===== config.mk =====
export PLATFORM = sky130hd
export DESIGN_NAME = ycbcr_to_rgb_pixel_converter
export DESIGN_NICKNAME = d
export VERILOG_FILES = /design/src/rtl/core/ycc2rgb_pkg.sv /design/src/rtl/core/ycbcr_to_rgb_pixel_converter.sv /design/src/rtl/core/ycc2rgb_matrix.sv /design/src/rtl/core/ycc2rgb_pos.sv
export VERILOG_INCLUDE_DIRS = /design/src /design/src/rtl/core
export SDC_FILE = /design/constraint.sdc
export NUM_CORES = 1
export LEC_CHECK = 0
export BUFFER_PORTS_ARGS = -buffer_cell sky130_fd_sc_hd__buf_2
export CELL_PAD_IN_SITES_DETAIL_PLACEMENT = 1
export CELL_PAD_IN_SITES_GLOBAL_PLACEMENT = 2
export CORE_MARGIN = 4
export CORE_UTILIZATION = 40
export DETAILED_ROUTE_END_ITERATION = 10
export GPL_TIMING_DRIVEN = 0
export PLACE_DENSITY = 0.87
export SLEW_MARGIN = 20
export SYNTH_ARGS = -nofsm -noshare
export SYNTH_HDL_FRONTEND = slang
export SYNTH_SLANG_ARGS = --single-unit

===== constraint.sdc =====
create_clock -name i_clk -period 27 [get_ports i_clk]
set_input_delay 6.75 -clock i_clk [delete_from_list [all_inputs] [get_ports i_clk]]
set_output_delay 6.75 -clock i_clk [all_outputs]
set_load 0.03 [all_outputs]

===== src/rtl/core/ycbcr_to_rgb_pixel_converter_macros.svh =====
// Assertion macros shared by the pixel converter RTL files.
// Depends on nothing; the files that check their own logic include it.
`ifndef YCBCR_TO_RGB_PIXEL_CONVERTER_MACROS_SVH
`define YCBCR_TO_RGB_PIXEL_CONVERTER_MACROS_SVH

`ifndef SYNTHESIS
// Same-cycle implication, disabled while reset is asserted.
`define YCC2RGB_ASSERT_IMPL(lbl, clk, rst_n, ante, cons) \
    lbl: assert property (@(posedge clk) disable iff (!rst_n) (ante) |-> (cons)) \
        else $error("same-cycle check failed");
// Next-cycle implication, disabled while reset is asserted.
`define YCC2RGB_ASSERT_NEXT(lbl, clk, rst_n, ante, cons) \
    lbl: assert property (@(posedge clk) disable iff (!rst_n) (ante) |=> (cons)) \
        else $error("next-cycle check failed");
`else
`define YCC2RGB_ASSERT_IMPL(lbl, clk, rst_n, ante, cons)
`define YCC2RGB_ASSERT_NEXT(lbl, clk, rst_n, ante, cons)
`endif

`endif


===== src/rtl/core/ycc2rgb_pkg.sv =====
// Shared types, constants and helpers of the YCbCr to RGB pixel converter.
// Depends on nothing; every RTL module of the converter imports it.
`default_nettype none

package ycc2rgb_pkg;

    localparam int MAX_DIM_DEFAULT = 4096;

    // Widths fixed by the stream and register formats.
    localparam int PIX_W    = 8;
    localparam int CFG_W    = 13;
    localparam int APB_DW   = 32;
    localparam int APB_AW   = 3;
    localparam int SUM_W    = 26;
    localparam int FRAC_BITS = 13;

    localparam logic [CFG_W-1:0] WIDTH_RESET  = CFG_W'(640);
    localparam logic [CFG_W-1:0] HEIGHT_RESET = CFG_W'(480);

    // BT.601 studio-range coefficients scaled by 8192 and rounded.
    localparam logic signed [15:0] K_Y   = 16'sd9535;
    localparam logic signed [15:0] K_CRR = 16'sd13074;
    localparam logic signed [15:0] K_CRG = -16'sd6660;
    localparam logic signed [15:0] K_CBG = -16'sd3203;
    localparam logic signed [15:0] K_CBB = 16'sd16531;

    localparam logic signed [9:0] LUMA_OFFSET   = 10'sd16;
    localparam logic signed [9:0] CHROMA_OFFSET = 10'sd128;

    localparam logic signed [SUM_W-1:0] CLAMP_MAX = SUM_W'(255 << FRAC_BITS);

    // Register word index taken from the APB address.
    typedef enum logic [0:0] {
        REG_IMAGE_WIDTH  = 1'b0,
        REG_IMAGE_HEIGHT = 1'b1
    } t_reg_idx;

    // Position flags that travel with each pixel.
    typedef struct packed {
        logic frame_end;
        logic pad_after;
        logic row_end;
    } t_flags;

    // Clamp a scaled sum to 0..255 and drop the fraction bits.
    function automatic logic [PIX_W-1:0] to_byte(input logic signed [SUM_W-1:0] s);
        logic [PIX_W-1:0] res;
        if (s < 0) begin
            res = '0;
        end else if (s > CLAMP_MAX) begin
            res = {PIX_W{1'b1}};
        end else begin
            res = s[FRAC_BITS +: PIX_W];
        end
        return res;
    endfunction

endpackage

`default_nettype wire


===== src/rtl/core/ycbcr_to_rgb_pixel_converter.sv =====
// Top level of the YCbCr to RGB pixel converter: stream ports, APB registers,
// two-stage pipeline. Depends on ycc2rgb_pkg, ycc2rgb_pos and ycc2rgb_matrix.
//
// Usage: pixels enter on the slave stream, one transaction per pixel, with Y,
// Cb and Cr bytes packed in tdata. Each pixel leaves on the master stream as
// blue, green and red bytes, converted with BT.601 studio-range coefficients
// in 13-bit fixed point, clamped to 0..255 and truncated. tlast marks the last
// pixel of a row; tuser flags BMP row padding after the pixel and
// the last pixel of the frame. The APB port holds the image width and height,
// which should be written only while no pixel is in flight.
//
// A pixel accepted on the slave side is captured in the input register, passes
// the color matrix and is presented on the master side from the result
// register. Throughput is one pixel per clock while the master side does not
// stall. The input stage refills whenever the result register drains or
// stands empty, so a stall on the master side backs up through tready with no
// transaction lost or repeated.
//
// A synchronous low reset empties both stages, returns the frame position to
// the first pixel and loads a width of 640 and a height of 480.
`default_nettype none

`include "ycbcr_to_rgb_pixel_converter_macros.svh"

module ycbcr_to_rgb_pixel_converter
    import ycc2rgb_pkg::*;
#(
    parameter int MAX_DIM = MAX_DIM_DEFAULT
) (
    input  wire logic              i_clk,
    input  wire logic              i_rst_n,
    // APB configuration port.
    input  wire logic              psel,
    input  wire logic              penable,
    input  wire logic              pwrite,
    input  wire logic [APB_AW-1:0] paddr,
    input  wire logic [APB_DW-1:0] pwdata,
    output logic      [APB_DW-1:0] prdata,
    output logic                   pready,
    // Slave stream of YCbCr pixels.
    input  wire logic              s_axis_tvalid,
    output logic                   s_axis_tready,
    input  wire logic [23:0]       s_axis_tdata,   // luma, chroma_blue, chroma_red
    // Master stream of RGB pixels.
    output logic                   m_axis_tvalid,
    input  wire logic              m_axis_tready,
    output logic      [23:0]       m_axis_tdata,   // blue, green, red
    output logic                   m_axis_tlast,   // row_end
    output logic      [1:0]        m_axis_tuser    // pad_after, frame_end
);

    logic [CFG_W-1:0] r_width;
    logic [CFG_W-1:0] r_height;

    logic             r_s1_valid;
    logic [23:0]      r_s1_pix;
    t_flags           r_s1_flags;
    logic             r_out_valid;
    logic [23:0]      r_out_pix;
    t_flags           r_out_flags;

    logic             s_accept;
    logic             out_en;
    logic             s1_en;
    logic             cfg_write;
    t_reg_idx         reg_idx;
    t_flags           pos_flags;
    logic [PIX_W-1:0] mat_blue;
    logic [PIX_W-1:0] mat_green;
    logic [PIX_W-1:0] mat_red;

    // ---------------------------------------------------------------
    // Configuration registers. Words are decoded on address bit 2 only.
    // ---------------------------------------------------------------
    assign pready    = 1'b1;
    assign cfg_write = psel && penable && pwrite && pready;
    assign reg_idx   = t_reg_idx'(paddr[2]);

    always_comb begin
        case (reg_idx)
            REG_IMAGE_WIDTH:  prdata = APB_DW'(r_width);
            REG_IMAGE_HEIGHT: prdata = APB_DW'(r_height);
            default:          prdata = '0;
        endcase
    end

    always_ff @(posedge i_clk) begin
        if (!i_rst_n) begin
            r_width  <= WIDTH_RESET;
            r_height <= HEIGHT_RESET;
        end else if (cfg_write) begin
            case (reg_idx)
                REG_IMAGE_WIDTH:  r_width  <= pwdata[CFG_W-1:0];
                REG_IMAGE_HEIGHT: r_height <= pwdata[CFG_W-1:0];
                default:          r_width  <= r_width;
            endcase
        end
    end

    // ---------------------------------------------------------------
    // Pipeline control. The result register moves when it is empty or
    // being taken; the input stage moves when it is empty or can hand on.
    // ---------------------------------------------------------------
    assign out_en        = !r_out_valid || m_axis_tready;
    assign s1_en         = !r_s1_valid || out_en;
    assign s_axis_tready = s1_en;
    assign s_accept      = s_axis_tvalid && s_axis_tready;

    // Frame position is sampled when the pixel is accepted.
    ycc2rgb_pos #(
        .MAX_DIM (MAX_DIM)
    ) u_pos (
        .i_clk    (i_clk),
        .i_rst_n  (i_rst_n),
        .i_step   (s_accept),
        .i_width  (r_width),
        .i_height (r_height),
        .o_flags  (pos_flags)
    );

    always_ff @(posedge i_clk) begin
        if (!i_rst_n) begin
            r_s1_valid  <= 1'b0;
            r_out_valid <= 1'b0;
        end else begin
            if (s1_en) begin
                r_s1_valid <= s_axis_tvalid;
            end
            if (out_en) begin
                r_out_valid <= r_s1_valid;
            end
        end
    end

    always_ff @(posedge i_clk) begin
        if (s_accept) begin
            r_s1_pix   <= s_axis_tdata;
            r_s1_flags <= pos_flags;
        end
    end

    // Color matrix between the input register and the result register.
    ycc2rgb_matrix u_matrix (
        .i_luma        (r_s1_pix[7:0]),
        .i_chroma_blue (r_s1_pix[15:8]),
        .i_chroma_red  (r_s1_pix[23:16]),
        .o_blue        (mat_blue),
        .o_green       (mat_green),
        .o_red         (mat_red)
    );

    always_ff @(posedge i_clk) begin
        if (out_en && r_s1_valid) begin
            r_out_pix   <= {mat_red, mat_green, mat_blue};
            r_out_flags <= r_s1_flags;
        end
    end

    assign m_axis_tvalid = r_out_valid;
    assign m_axis_tdata  = r_out_pix;
    assign m_axis_tlast  = r_out_flags.row_end;
    assign m_axis_tuser  = {r_out_flags.frame_end, r_out_flags.pad_after};

    // A frame end or a padding flag only ever comes on the last pixel of a row,
    // and a pixel held in the input stage is never dropped while stalled.
    `YCC2RGB_ASSERT_IMPL(a_frame_last, i_clk, i_rst_n, m_axis_tvalid && m_axis_tuser[1], m_axis_tlast)
    `YCC2RGB_ASSERT_IMPL(a_pad_last, i_clk, i_rst_n, m_axis_tvalid && m_axis_tuser[0], m_axis_tlast)
    `YCC2RGB_ASSERT_NEXT(a_s1_held_on_stall, i_clk, i_rst_n, r_s1_valid && !out_en, r_s1_valid)

endmodule

`default_nettype wire


===== src/rtl/core/ycc2rgb_matrix.sv =====
// Fixed-point BT.601 color matrix: one YCbCr pixel to clamped B, G, R bytes.
// Depends on ycc2rgb_pkg for coefficients and the clamp helper.
`default_nettype none

module ycc2rgb_matrix
    import ycc2rgb_pkg::*;
(
    input  wire logic [PIX_W-1:0] i_luma,
    input  wire logic [PIX_W-1:0] i_chroma_blue,
    input  wire logic [PIX_W-1:0] i_chroma_red,
    output logic      [PIX_W-1:0] o_blue,
    output logic      [PIX_W-1:0] o_green,
    output logic      [PIX_W-1:0] o_red
);

    logic signed [9:0]       y_c;
    logic signed [9:0]       cb_c;
    logic signed [9:0]       cr_c;
    logic signed [SUM_W-1:0] p_y;
    logic signed [SUM_W-1:0] p_cbb;
    logic signed [SUM_W-1:0] p_cbg;
    logic signed [SUM_W-1:0] p_crg;
    logic signed [SUM_W-1:0] p_crr;

    // Remove the studio-range offsets.
    assign y_c  = $signed({2'b00, i_luma}) - LUMA_OFFSET;
    assign cb_c = $signed({2'b00, i_chroma_blue}) - CHROMA_OFFSET;
    assign cr_c = $signed({2'b00, i_chroma_red}) - CHROMA_OFFSET;

    assign p_y   = SUM_W'(K_Y)   * SUM_W'(y_c);
    assign p_cbb = SUM_W'(K_CBB) * SUM_W'(cb_c);
    assign p_cbg = SUM_W'(K_CBG) * SUM_W'(cb_c);
    assign p_crg = SUM_W'(K_CRG) * SUM_W'(cr_c);
    assign p_crr = SUM_W'(K_CRR) * SUM_W'(cr_c);

    assign o_blue  = to_byte(p_y + p_cbb);
    assign o_green = to_byte(p_y + p_crg + p_cbg);
    assign o_red   = to_byte(p_y + p_crr);

endmodule

`default_nettype wire


===== src/rtl/core/ycc2rgb_pos.sv =====
// Column and row counters that flag row end, BMP row padding and frame end.
// Depends on ycc2rgb_pkg and the shared assertion macro header.
`default_nettype none

`include "ycbcr_to_rgb_pixel_converter_macros.svh"

module ycc2rgb_pos
    import ycc2rgb_pkg::*;
#(
    parameter int MAX_DIM = MAX_DIM_DEFAULT
) (
    input  wire logic             i_clk,
    input  wire logic             i_rst_n,
    input  wire logic             i_step,
    input  wire logic [CFG_W-1:0] i_width,
    input  wire logic [CFG_W-1:0] i_height,
    output t_flags                o_flags
);

    localparam int CNT_W = $clog2(MAX_DIM);
    localparam int DIM_W = $clog2(MAX_DIM + 1);
    localparam int EXT_W = (DIM_W > CFG_W) ? DIM_W : CFG_W;

    logic [CNT_W-1:0] r_col;
    logic [CNT_W-1:0] r_row;
    logic [CNT_W-1:0] n_col;
    logic [CNT_W-1:0] n_row;
    logic [EXT_W-1:0] w_eff;
    logic [EXT_W-1:0] h_eff;

    // Zero counts as one, anything above the maximum saturates.
    function automatic logic [EXT_W-1:0] eff_dim(input logic [CFG_W-1:0] v);
        logic [EXT_W-1:0] ve;
        logic [EXT_W-1:0] res;
        ve = EXT_W'(v);
        if (ve == '0) begin
            res = EXT_W'(1);
        end else if (ve > EXT_W'(MAX_DIM)) begin
            res = EXT_W'(MAX_DIM);
        end else begin
            res = ve;
        end
        return res;
    endfunction

    assign w_eff = eff_dim(i_width);
    assign h_eff = eff_dim(i_height);

    always_comb begin
        o_flags.row_end   = ({1'b0, EXT_W'(r_col)} + (EXT_W+1)'(1)) >= {1'b0, w_eff};
        o_flags.frame_end = o_flags.row_end
                            && (({1'b0, EXT_W'(r_row)} + (EXT_W+1)'(1)) >= {1'b0, h_eff});
        o_flags.pad_after = o_flags.row_end && (w_eff[1:0] != 2'b00);
    end

    always_comb begin
        n_col = r_col;
        n_row = r_row;
        if (i_step) begin
            if (o_flags.frame_end) begin
                n_col = '0;
                n_row = '0;
            end else if (o_flags.row_end) begin
                n_col = '0;
                n_row = r_row + CNT_W'(1);
            end else begin
                n_col = r_col + CNT_W'(1);
            end
        end
    end

    always_ff @(posedge i_clk) begin
        if (!i_rst_n) begin
            r_col <= '0;
            r_row <= '0;
        end else begin
            r_col <= n_col;
            r_row <= n_row;
        end
    end

    `YCC2RGB_ASSERT_NEXT(a_row_end_clears_col, i_clk, i_rst_n, i_step && o_flags.row_end, r_col == '0)
    `YCC2RGB_ASSERT_NEXT(a_frame_end_clears_all, i_clk, i_rst_n, i_step && o_flags.frame_end, (r_col == '0) && (r_row == '0))
    `YCC2RGB_ASSERT_NEXT(a_col_advances, i_clk, i_rst_n, i_step && !o_flags.row_end, r_col == $past(r_col) + CNT_W'(1))

endmodule

`default_nettype wire


Word-level counts from Yosys, hierarchy flattened:

Index checks and enable logic that the tools add are counted.

* mux-type cells: 12
* div/mod/pow operators: 0
* shift operators: 0
* add/sub/neg operators: 11
* reductions and logical operators: 17
* order comparisons: 10
* multiply operators: 5
* bitwise logic cells: 1
* equality and inequality tests: 0

Operators with widths (number)
* greater-than comparator 26 x 22 -> 1 bit (second input constant): 3
* less-than comparator 26 x 1 -> 1 bit (second input constant): 3
* case mux 32 bit (2 select lines): 1
* 2-to-1 mux 13 bit: 4
* 2-to-1 mux 12 bit: 4
* greater-or-equal comparator 14 x 13 -> 1 bit: 2
* adder 12 x 1 -> 13 bit (second input constant): 2
* adder 24 x 25 -> 26 bit: 1
* adder 25 x 22 -> 26 bit: 1
* greater-than comparator 13 bit (second input constant): 2
* zero test 13 bit: 2
* adder 24 x 23 -> 25 bit: 1
* adder 24 x 24 -> 25 bit: 1
* multiplier 16 x 9 -> 25 bit (first input constant): 1
* adder 12 x 1 -> 12 bit (second input constant): 2
* multiplier 15 x 9 -> 24 bit (first input constant): 1
* 2-to-1 mux 8 bit: 3
* multiplier 14 x 9 -> 23 bit (first input constant): 1
* multiplier 13 x 9 -> 22 bit (first input constant): 1
* multiplier 12 x 9 -> 21 bit (first input constant): 1
* subtractor 8 x 8 -> 9 bit (second input constant): 2
* subtractor 8 x 5 -> 9 bit (second input constant): 1
* logical AND 1 bit: 6
* AND reduction 2 bit: 3
* 4 further kinds: 7

* output and inout bits: 62
* word-level logic and storage cells: 72
* memories kept: 0
* bits in registers: 106
* memory bits (writable): 0
* bits in latches: 0
* bits in read-only memories: 0
* input bits: 66

Logic depth before layout (Yosys ltp):

Gate-level depths: netlist (run 1).

* depth in word-level cells: 7
* depth in mapped cells: 37
* gate-level depth less buffers: 37

Modules after synthesis:

A second synthesis (run 1) with hierarchy kept.

* cells, all modules: 2042
* area total of the unflattened synthesis: 19282.2 um2

Modules (own cells, without submodules)
* ycc2rgb_matrix: cells each 1558, sequential area each 0.0 um2, instances 1, area each 14044.7 um2
* ycbcr_to_rgb_pixel_converter: cells each 207, sequential area each 2182.1 um2, instances 1, area each 3089.2 um2
* ycc2rgb_pos: cells each 277, sequential area each 480.5 um2, instances 1, area each 2148.3 um2

Worst setup path before layout (run 1):

OpenSTA, ideal clock, no wires.

* kind: input to output
* from: in paddr[2]
* to: out prdata[12]
* buffers on the path: 2
* arrival: 7.877 ns
* required time: 20.250 ns
* stages on the path: 3
* setup slack: 12.373 ns
* cells stage by stage: clkbuf_1 clkbuf_1 o21ai_0

* cells in the longest elaborated chain, start to end: 2

Ends and longest elaborated chain
* start: declaration: line ycbcr_to_rgb_pixel_converter.sv:36 `input wire logic [APB_AW-1:0] paddr,`
* inverter 1 bit
* case mux 32 bit (2 select lines) (*): line ycbcr_to_rgb_pixel_converter.sv:80 `case (reg_idx)`
* end: declaration: line ycbcr_to_rgb_pixel_converter.sv:38 `output logic [APB_DW-1:0] prdata,`

Every way passes the cells marked *; elsewhere a longest branch is shown, timed or not. The select of a mux whose other input is x is not followed.

Worst setup path after layout (run 1):

* from: in paddr[2]
* to: out prdata[5]

The elaborated chain is that of the path after synthesis.

==> results of run 1 <==
[critical path: stages]
cell and delay, ns:
sky130_fd_sc_hd__clkbuf_1 0.30, sky130_fd_sc_hd__clkbuf_1 0.48, sky130_fd_sc_hd__mux2_2 0.41, sky130_fd_sc_hd__buf_2 0.18
[flip-flops by register name (all words and copies together) (netlist names)]
signal / flops
m_axis_tdata: 24
m_axis_tuser: 2
m_axis_tlast: 1
u_pos.r_col: 12
r_s1_flags: 3
m_axis_tvalid: 1
u_pos.r_row: 12
r_s1_valid: 1
r_height: 13
r_s1_pix: 24
r_width: 13
[cell families after synthesis]
group,count (synthesis),share of synthesized area (%)
AOI/OAI and AO/OA,360,13.0
xor gates and xnor gates,97,4.64
adders and majority gates,611,48.3
buffers and inverters,425,8.84
DFF,106,14.1
muxes,15,0.881
other,2,0.0398
and+or+nand+nor,404,10.2
[per-stage QoR]
stage | hold slack [ns] | setup WS (ns) | instance area [um2] | utilization (%)
after floorplan | 0.400 | 12.37 | 19000 | -
after global placement | 0.402 | 12.12 | 20100 | 43.2
after detailed placement | 0.412 | 12.13 | 20200 | 43.3
after CTS | 0.434 | 12.12 | 20500 | 44.0
after global routing | 0.443 | 12.05 | 20500 | 44.0
final | 0.431 | 12.13 | 20500 | 44.0
[routing by layer]
metal | global-route usage (%) | up-vias | share of wire, %
met4 | 5.16 | 0 | 2.1
met2 | 36.2 | 174 | 50
li1 | - | 6968 | -
met5 | 0 | - | 0
met3 | 2.76 | 52 | 2.8
met1 | 26.2 | 7150 | 45
[cells in the final DEF, fill, tap and decap left out, types with 34 or more instances in the layout]
master and n:
sky130_fd_sc_hd__xnor2_1 66, sky130_fd_sc_hd__buf_2 85, sky130_fd_sc_hd__nor2_1 57, sky130_fd_sc_hd__o21ai_0 66
sky130_fd_sc_hd__o21a_1 34, sky130_fd_sc_hd__nand3_1 38, sky130_fd_sc_hd__nand2_1 171, sky130_fd_sc_hd__a21o_1 40
sky130_fd_sc_hd__fa_1 198, sky130_fd_sc_hd__a21oi_1 76, sky130_fd_sc_hd__edfxtp_1 54, sky130_fd_sc_hd__ha_1 413
sky130_fd_sc_hd__inv_1 384, sky130_fd_sc_hd__dfxtp_1 52, sky130_fd_sc_hd__a21boi_0 35
[synthesized netlist by cell type (7+ instances only)]
cell                        number  area (um2)
sky130_fd_sc_hd__clkbuf_1       18        67.6
sky130_fd_sc_hd__nand2b_1       26         163
sky130_fd_sc_hd__o21a_1         34         255
sky130_fd_sc_hd__buf_4          20         150
sky130_fd_sc_hd__xnor2_1        66         578
sky130_fd_sc_hd__nor3_1         19        95.1
sky130_fd_sc_hd__inv_1         384        1440
sky130_fd_sc_hd__a211oi_1       12        90.1
sky130_fd_sc_hd__a21oi_1        76         380
sky130_fd_sc_hd__edfxtp_1       54        1620
sky130_fd_sc_hd__a31oi_1         9        56.3
sky130_fd_sc_hd__o21ai_0        66         330
sky130_fd_sc_hd__and2_1          7        43.8
sky130_fd_sc_hd__nor2_1         57         214
sky130_fd_sc_hd__mux2_2         12         135
sky130_fd_sc_hd__o21ai_1         8        40.0
sky130_fd_sc_hd__or3_1           7        43.8
sky130_fd_sc_hd__nor4_1          9        56.3
sky130_fd_sc_hd__xor2_1         29         254
sky130_fd_sc_hd__nor2b_1        15        93.8
sky130_fd_sc_hd__ha_1          413        5170
sky130_fd_sc_hd__and3_1         17         106
sky130_fd_sc_hd__o2111ai_1       7        61.3
sky130_fd_sc_hd__nand2_1       171         642
sky130_fd_sc_hd__o21bai_1        7        52.6
sky130_fd_sc_hd__fa_1          198        3960
sky130_fd_sc_hd__nand3b_1       11        82.6
sky130_fd_sc_hd__a21boi_0       35         263
sky130_fd_sc_hd__a21o_1         40         300
sky130_fd_sc_hd__dfxtp_1        52        1040
sky130_fd_sc_hd__nand3_1        38         190
sky130_fd_sc_hd__o211ai_1       12        90.1
[final timing paths]
path,startpoint,endpoint,slack (ns),cells past startpoint
max,paddr[2],prdata[5],12.13,4
min,r_s1_flags[2],m_axis_tuser[1],0.43,0
max reg2reg,r_s1_pix[4],m_axis_tdata[14],15.87,33
min reg2reg,r_s1_flags[2],m_axis_tuser[1],0.43,0
[cell type report]
cell class | instances | area (um2) | area share, %
antenna | 1 | 2.50 | 0.0122
inverter | 384 | 1440 | 7.02
clock inverter | 7 | 91.3 | 0.445
tap | 607 | 759 | 3.70
multi-input combinational | 1507 | 14600 | 71.3
timing repair buffer | 87 | 473 | 2.30
clock buffer | 9 | 225 | 1.10
buffer | 41 | 230 | 1.12
sequential | 106 | 2660 | 13.0
==> metrics.txt, run 1 <==
# TYPE chip_impl_metric gauge
chip_impl_metric{name="required",unit="ns"} 20.25
chip_impl_metric{name="worst_ep_arrival_time",unit="ns"} 8.12
chip_impl_metric{name="synth_cells",unit=""} 2020
chip_impl_metric{name="floorplan.die_area",unit="um2"} 50800
chip_impl_metric{name="drt-total-wl",unit="um"} 51000
chip_impl_info{name="clk_root_buffer_cell",value="sky130_fd_sc_hd__clkbuf_16"} 1
chip_impl_metric{name="synth.distinct_cells",unit=""} 78
chip_impl_metric{name="track_usage",unit="%"} 20.4
chip_impl_metric{name="dp_hpwl",unit="um"} 44100
chip_impl_metric{name="period_share",unit="%"} 55.1
chip_impl_info{name="crit_type",value="input port to primary output"} 1
chip_impl_info{name="grt_setup_unrepaired",value="false"} 1
chip_impl_metric{name="final_cell_count_no_fill",unit=""} 2749
chip_impl_metric{name="globalplace.congestion",unit=""} 0.890
chip_impl_metric{name="starting_density_of_the_core",unit="%"} 40.5
chip_impl_info{name="setup.worst_path.end_class",value="primary output"} 1
chip_impl_metric{name="fillers",unit=""} 5472
chip_impl_metric{name="largest_net_degree_at_the_start_of_global_routing",unit=""} 25
chip_impl_metric{name="placement_rows",unit=""} 79
chip_impl_metric{name="portBuffers",unit=""} 85
chip_impl_metric{name="first_pass_iters",unit=""} 5
chip_impl_metric{name="grt_antenna_before_repair",unit=""} 0
chip_impl_metric{name="cts_hold_buffers",unit=""} 0
chip_impl_metric{name="slew-limit-headroom",unit="%"} 30.8
chip_impl_metric{name="fin_tns_setup",unit="ns"} 0
chip_impl_metric{name="synthToLayoutAreaGrowth",unit="%"} 8.62
chip_impl_metric{name="drcViolationCount",unit=""} 0
chip_impl_info{name="synth_ff_type",value="sky130_fd_sc_hd__edfxtp_1"} 1
chip_impl_metric{name="synth_area",unit="um2"} 18900
chip_impl_metric{name="worst_pin_slew",unit="ns"} 1.03
chip_impl_metric{name="drive_above_1_share",unit="%"} 7.29
chip_impl_metric{name="drt_first_iter_violations",unit=""} 549
chip_impl_info{name="min_path_type",value="register to register"} 1
chip_impl_metric{name="post_synth.cell_area_avg",unit="um2"} 9.35
chip_impl_info{name="cts_tree",value="done"} 1
chip_impl_metric{name="yosys_register_bits",unit=""} 106
chip_impl_metric{name="ios",unit=""} 128
chip_impl_metric{name="dieHeight",unit="um"} 225
chip_impl_metric{name="yosys_warnings",unit=""} 0
chip_impl_metric{name="clock_network_latency_to_the_later_pin_of_the_worst_skew_pair",unit="ns"} 0.40
chip_impl_metric{name="cts_inserted_buffers",unit=""} 9
chip_impl_metric{name="numPlacedInstances",unit=""} 2732
chip_impl_info{name="status",value="finished clean"} 1
chip_impl_info{name="start_kind",value="input port"} 1
chip_impl_metric{name="dieWidth",unit="um"} 225
chip_impl_metric{name="finalSetupViolations",unit=""} 0
chip_impl_metric{name="timing.final.hold_violations",unit=""} 0
chip_impl_metric{name="synth.yosys.seq_area_share",unit="%"} 14.1
chip_impl_metric{name="max-clock-path-buffers",unit=""} 2
chip_impl_metric{name="post_cts_resize_count",unit=""} 0
chip_impl_metric{name="finalCriticalPeriod",unit="ns"} 14.87
chip_impl_metric{name="synth_edf_count",unit=""} 54
chip_impl_metric{name="coreArea",unit="um2"} 46700
chip_impl_metric{name="cap_violations",unit=""} 0
chip_impl_metric{name="critPathMaxFanout",unit=""} 10
chip_impl_metric{name="globalRoute.totalOverflow",unit=""} 0
chip_impl_metric{name="wire_per_inst",unit="um"} 18.6
chip_impl_metric{name="drt-vias-per-instance",unit=""} 5.22
chip_impl_metric{name="route.antenna.remaining_nets",unit=""} 0
chip_impl_metric{name="first_pass_grt_wire_length",unit="um"} 82300
chip_impl_metric{name="async_reset_ff_share",unit="%"} 0
chip_impl_metric{name="via_total_after_detailed_routing",unit=""} 14344
chip_impl_metric{name="maxSlewViolCount",unit=""} 0
chip_impl_metric{name="max_clock_freq",unit="GHz"} 0.0673
chip_impl_metric{name="grt_pass1_vias",unit=""} 15835
chip_impl_metric{name="post_cts_buffers",unit=""} 0
chip_impl_metric{name="numClockSinks",unit=""} 106
chip_impl_metric{name="path_clk_slew",unit="ns"} 0.09
chip_impl_metric{name="fin_skew",unit="ns"} 0.0134
chip_impl_metric{name="finish.net_count",unit=""} 2813
chip_impl_metric{name="htree_num_levels",unit=""} 3
Power of run 1 is left out: the tool's default activity adds up to more than one toggle a clock period on the data nets, which glitch-free logic cannot reach.
==> inputs of run 2 (changes only) <==
Settings changed: CORE_UTILIZATION 40 to 37, PLACE_DENSITY 0.87 to 0.85.
Clock period 27 ns to 12.9 ns, I/O delays scaled along.
==> metrics.txt, run 2 (same netlist as run 1, synthesis figures left out) <==
# TYPE chip_impl_metric gauge
chip_impl_info{name="status",value="finished clean"} 1
chip_impl_metric{name="finish.net_count",unit=""} 2814
chip_impl_info{name="layout.cells.most_common_list",value="sky130_fd_sc_hd__ha_1 (413), sky130_fd_sc_hd__inv_1 (384), sky130_fd_sc_hd__fa_1 (198)"} 1
chip_impl_metric{name="drcViolationCount",unit=""} 0
chip_impl_metric{name="via_total_after_detailed_routing",unit=""} 14398
chip_impl_metric{name="coreArea",unit="um2"} 50300
chip_impl_metric{name="maxSlewViolCount",unit=""} 0
chip_impl_metric{name="floorplan.die_area",unit="um2"} 54700
chip_impl_metric{name="starting_density_of_the_core",unit="%"} 37.6
chip_impl_metric{name="ios",unit=""} 128
chip_impl_metric{name="final_area",unit="um2"} 20600
chip_impl_metric{name="first_pass_iters",unit=""} 4
chip_impl_metric{name="portBuffers",unit=""} 85
chip_impl_metric{name="drt-total-wl",unit="um"} 50600
chip_impl_metric{name="period_share",unit="%"} 84.5
chip_impl_metric{name="wire_per_inst",unit="um"} 18.0
chip_impl_metric{name="max_clock_freq",unit="GHz"} 0.0917
chip_impl_metric{name="grt_pass1_vias",unit=""} 15922
chip_impl_metric{name="finalCriticalPeriod",unit="ns"} 10.90
chip_impl_metric{name="drt_first_iter_violations",unit=""} 619
chip_impl_metric{name="cap_violations",unit=""} 0
chip_impl_metric{name="critPathMaxFanout",unit=""} 8
chip_impl_metric{name="post_cts_buffers",unit=""} 0
chip_impl_metric{name="fin_tns_setup",unit="ns"} 0
chip_impl_metric{name="globalRoute.totalOverflow",unit=""} 0
chip_impl_metric{name="dp_hpwl",unit="um"} 43800
chip_impl_metric{name="synthToLayoutAreaGrowth",unit="%"} 9.21
chip_impl_metric{name="route.antenna.remaining_nets",unit=""} 0
chip_impl_metric{name="fin_skew",unit="ns"} 0.0158
chip_impl_info{name="most_common_library_cell_in_the_layout_ignoring_fill_and_taps",value="sky130_fd_sc_hd__ha_1"} 1
chip_impl_metric{name="critPathMaxStageDelay",unit="ns"} 0.57
chip_impl_metric{name="path_clk_slew",unit="ns"} 0.10
chip_impl_info{name="crit_type",value="register to register"} 1
chip_impl_metric{name="grt_antenna_before_repair",unit=""} 0
chip_impl_metric{name="cts_hold_buffers",unit=""} 0
chip_impl_metric{name="required",unit="ns"} 13.05
chip_impl_metric{name="post_route_utilization",unit="%"} 41.0
chip_impl_info{name="cts_tree",value="done"} 1
chip_impl_info{name="min_path_type",value="register to register"} 1
chip_impl_metric{name="dieHeight",unit="um"} 234
chip_impl_metric{name="largest_net_degree_at_the_start_of_global_routing",unit=""} 25
chip_impl_metric{name="clock_network_latency_to_the_later_pin_of_the_worst_skew_pair",unit="ns"} 0.40
chip_impl_info{name="clk_root_buffer_cell",value="sky130_fd_sc_hd__clkbuf_16"} 1
chip_impl_metric{name="cts_inserted_buffers",unit=""} 9
chip_impl_info{name="worst_path_most_repeated_cell",value="sky130_fd_sc_hd__ha_1"} 1
chip_impl_metric{name="max-clock-path-buffers",unit=""} 2
chip_impl_metric{name="post_dp_cell_area",unit="um2"} 20300
chip_impl_metric{name="numClockSinks",unit=""} 106
chip_impl_metric{name="placement_rows",unit=""} 82
chip_impl_metric{name="worst_ep_arrival_time",unit="ns"} 11.05
chip_impl_metric{name="drt-vias-per-instance",unit=""} 5.12
chip_impl_metric{name="slew-limit-headroom",unit="%"} 29.7
chip_impl_metric{name="post_cts_resize_count",unit=""} 0
chip_impl_info{name="grt_setup_unrepaired",value="false"} 1
chip_impl_metric{name="timing.hold.ws",unit="ns"} 0.428
chip_impl_metric{name="worst_pin_slew",unit="ns"} 1.05
chip_impl_metric{name="fillers",unit=""} 5912
chip_impl_metric{name="worstPathBufferInverterCount",unit=""} 6
chip_impl_metric{name="globalplace.congestion",unit=""} 0.872
chip_impl_metric{name="timing.final.hold_violations",unit=""} 0
chip_impl_metric{name="antenna_cells_inserted",unit=""} 0
chip_impl_metric{name="track_usage",unit="%"} 19.1
chip_impl_metric{name="finalSetupViolations",unit=""} 0
chip_impl_metric{name="first_pass_grt_wire_length",unit="um"} 83000
chip_impl_info{name="largest_delay_contributor_family_on_the_critical_path",value="adder cells"} 1
chip_impl_info{name="setup.worst_path.end_class",value="register"} 1
chip_impl_metric{name="htree_num_levels",unit=""} 3
chip_impl_metric{name="dieWidth",unit="um"} 234
chip_impl_info{name="cp_slowest_cell",value="sky130_fd_sc_hd__fa_1"} 1
chip_impl_info{name="start_kind",value="register"} 1
chip_impl_metric{name="drive_above_1_share",unit="%"} 7.33
-- run 2: cell count changes in the layout (fill, tap and decap cells not counted), sizes merged --
cell / before / now
inv: 389 / 388
diode: 1 / 0
buf: 110 / 111
clkinv: 2 / 3
-- run 2: worst paths after layout --
check / start / end / slack [ns] / cells after the start
worst max-delay path: r_s1_pix[4] / m_axis_tdata[14] / 2.00 / 33
worst min-delay path: r_s1_flags[2] / m_axis_tuser[1] / 0.43 / 0
worst max register to register: r_s1_pix[4] / m_axis_tdata[14] / 2.00 / 33
worst min register to register: r_s1_flags[2] / m_axis_tuser[1] / 0.43 / 0
-- run 2: metal layers --
layer | track usage (%) | routed length [um] | vias to the layer above
met2 | 34.0 | 25200 | 156
met5 | 0.446 | 20 | -
met4 | 4.70 | 1090 | 2
met3 | 2.62 | 1470 | 37
met1 | 24.5 | 22900 | 7235
li1 | - | - | 6968
-- run 2: layout make-up --
type | count | area (um2) | area share, %
Buffer | 41 | 230 | 1.12
Clock buffer | 9 | 225 | 1.09
Clock inverter | 7 | 96.3 | 0.467
Inverter | 384 | 1440 | 6.99
Multi-Input combinational cell | 1507 | 14600 | 70.9
Sequential cell | 106 | 2660 | 12.9
Tap cell | 672 | 841 | 4.08
Timing Repair Buffer | 88 | 500 | 2.43
-- run 2: through the flow --
step	cells	worst slack [ns]
after floorplan	2038	3.80
after global placement	2795	2.03
after detailed placement	2798	1.94
after CTS	2814	1.88
after global routing	2814	1.41
final	2814	2.00
Power of run 2 is left out for the same reason.
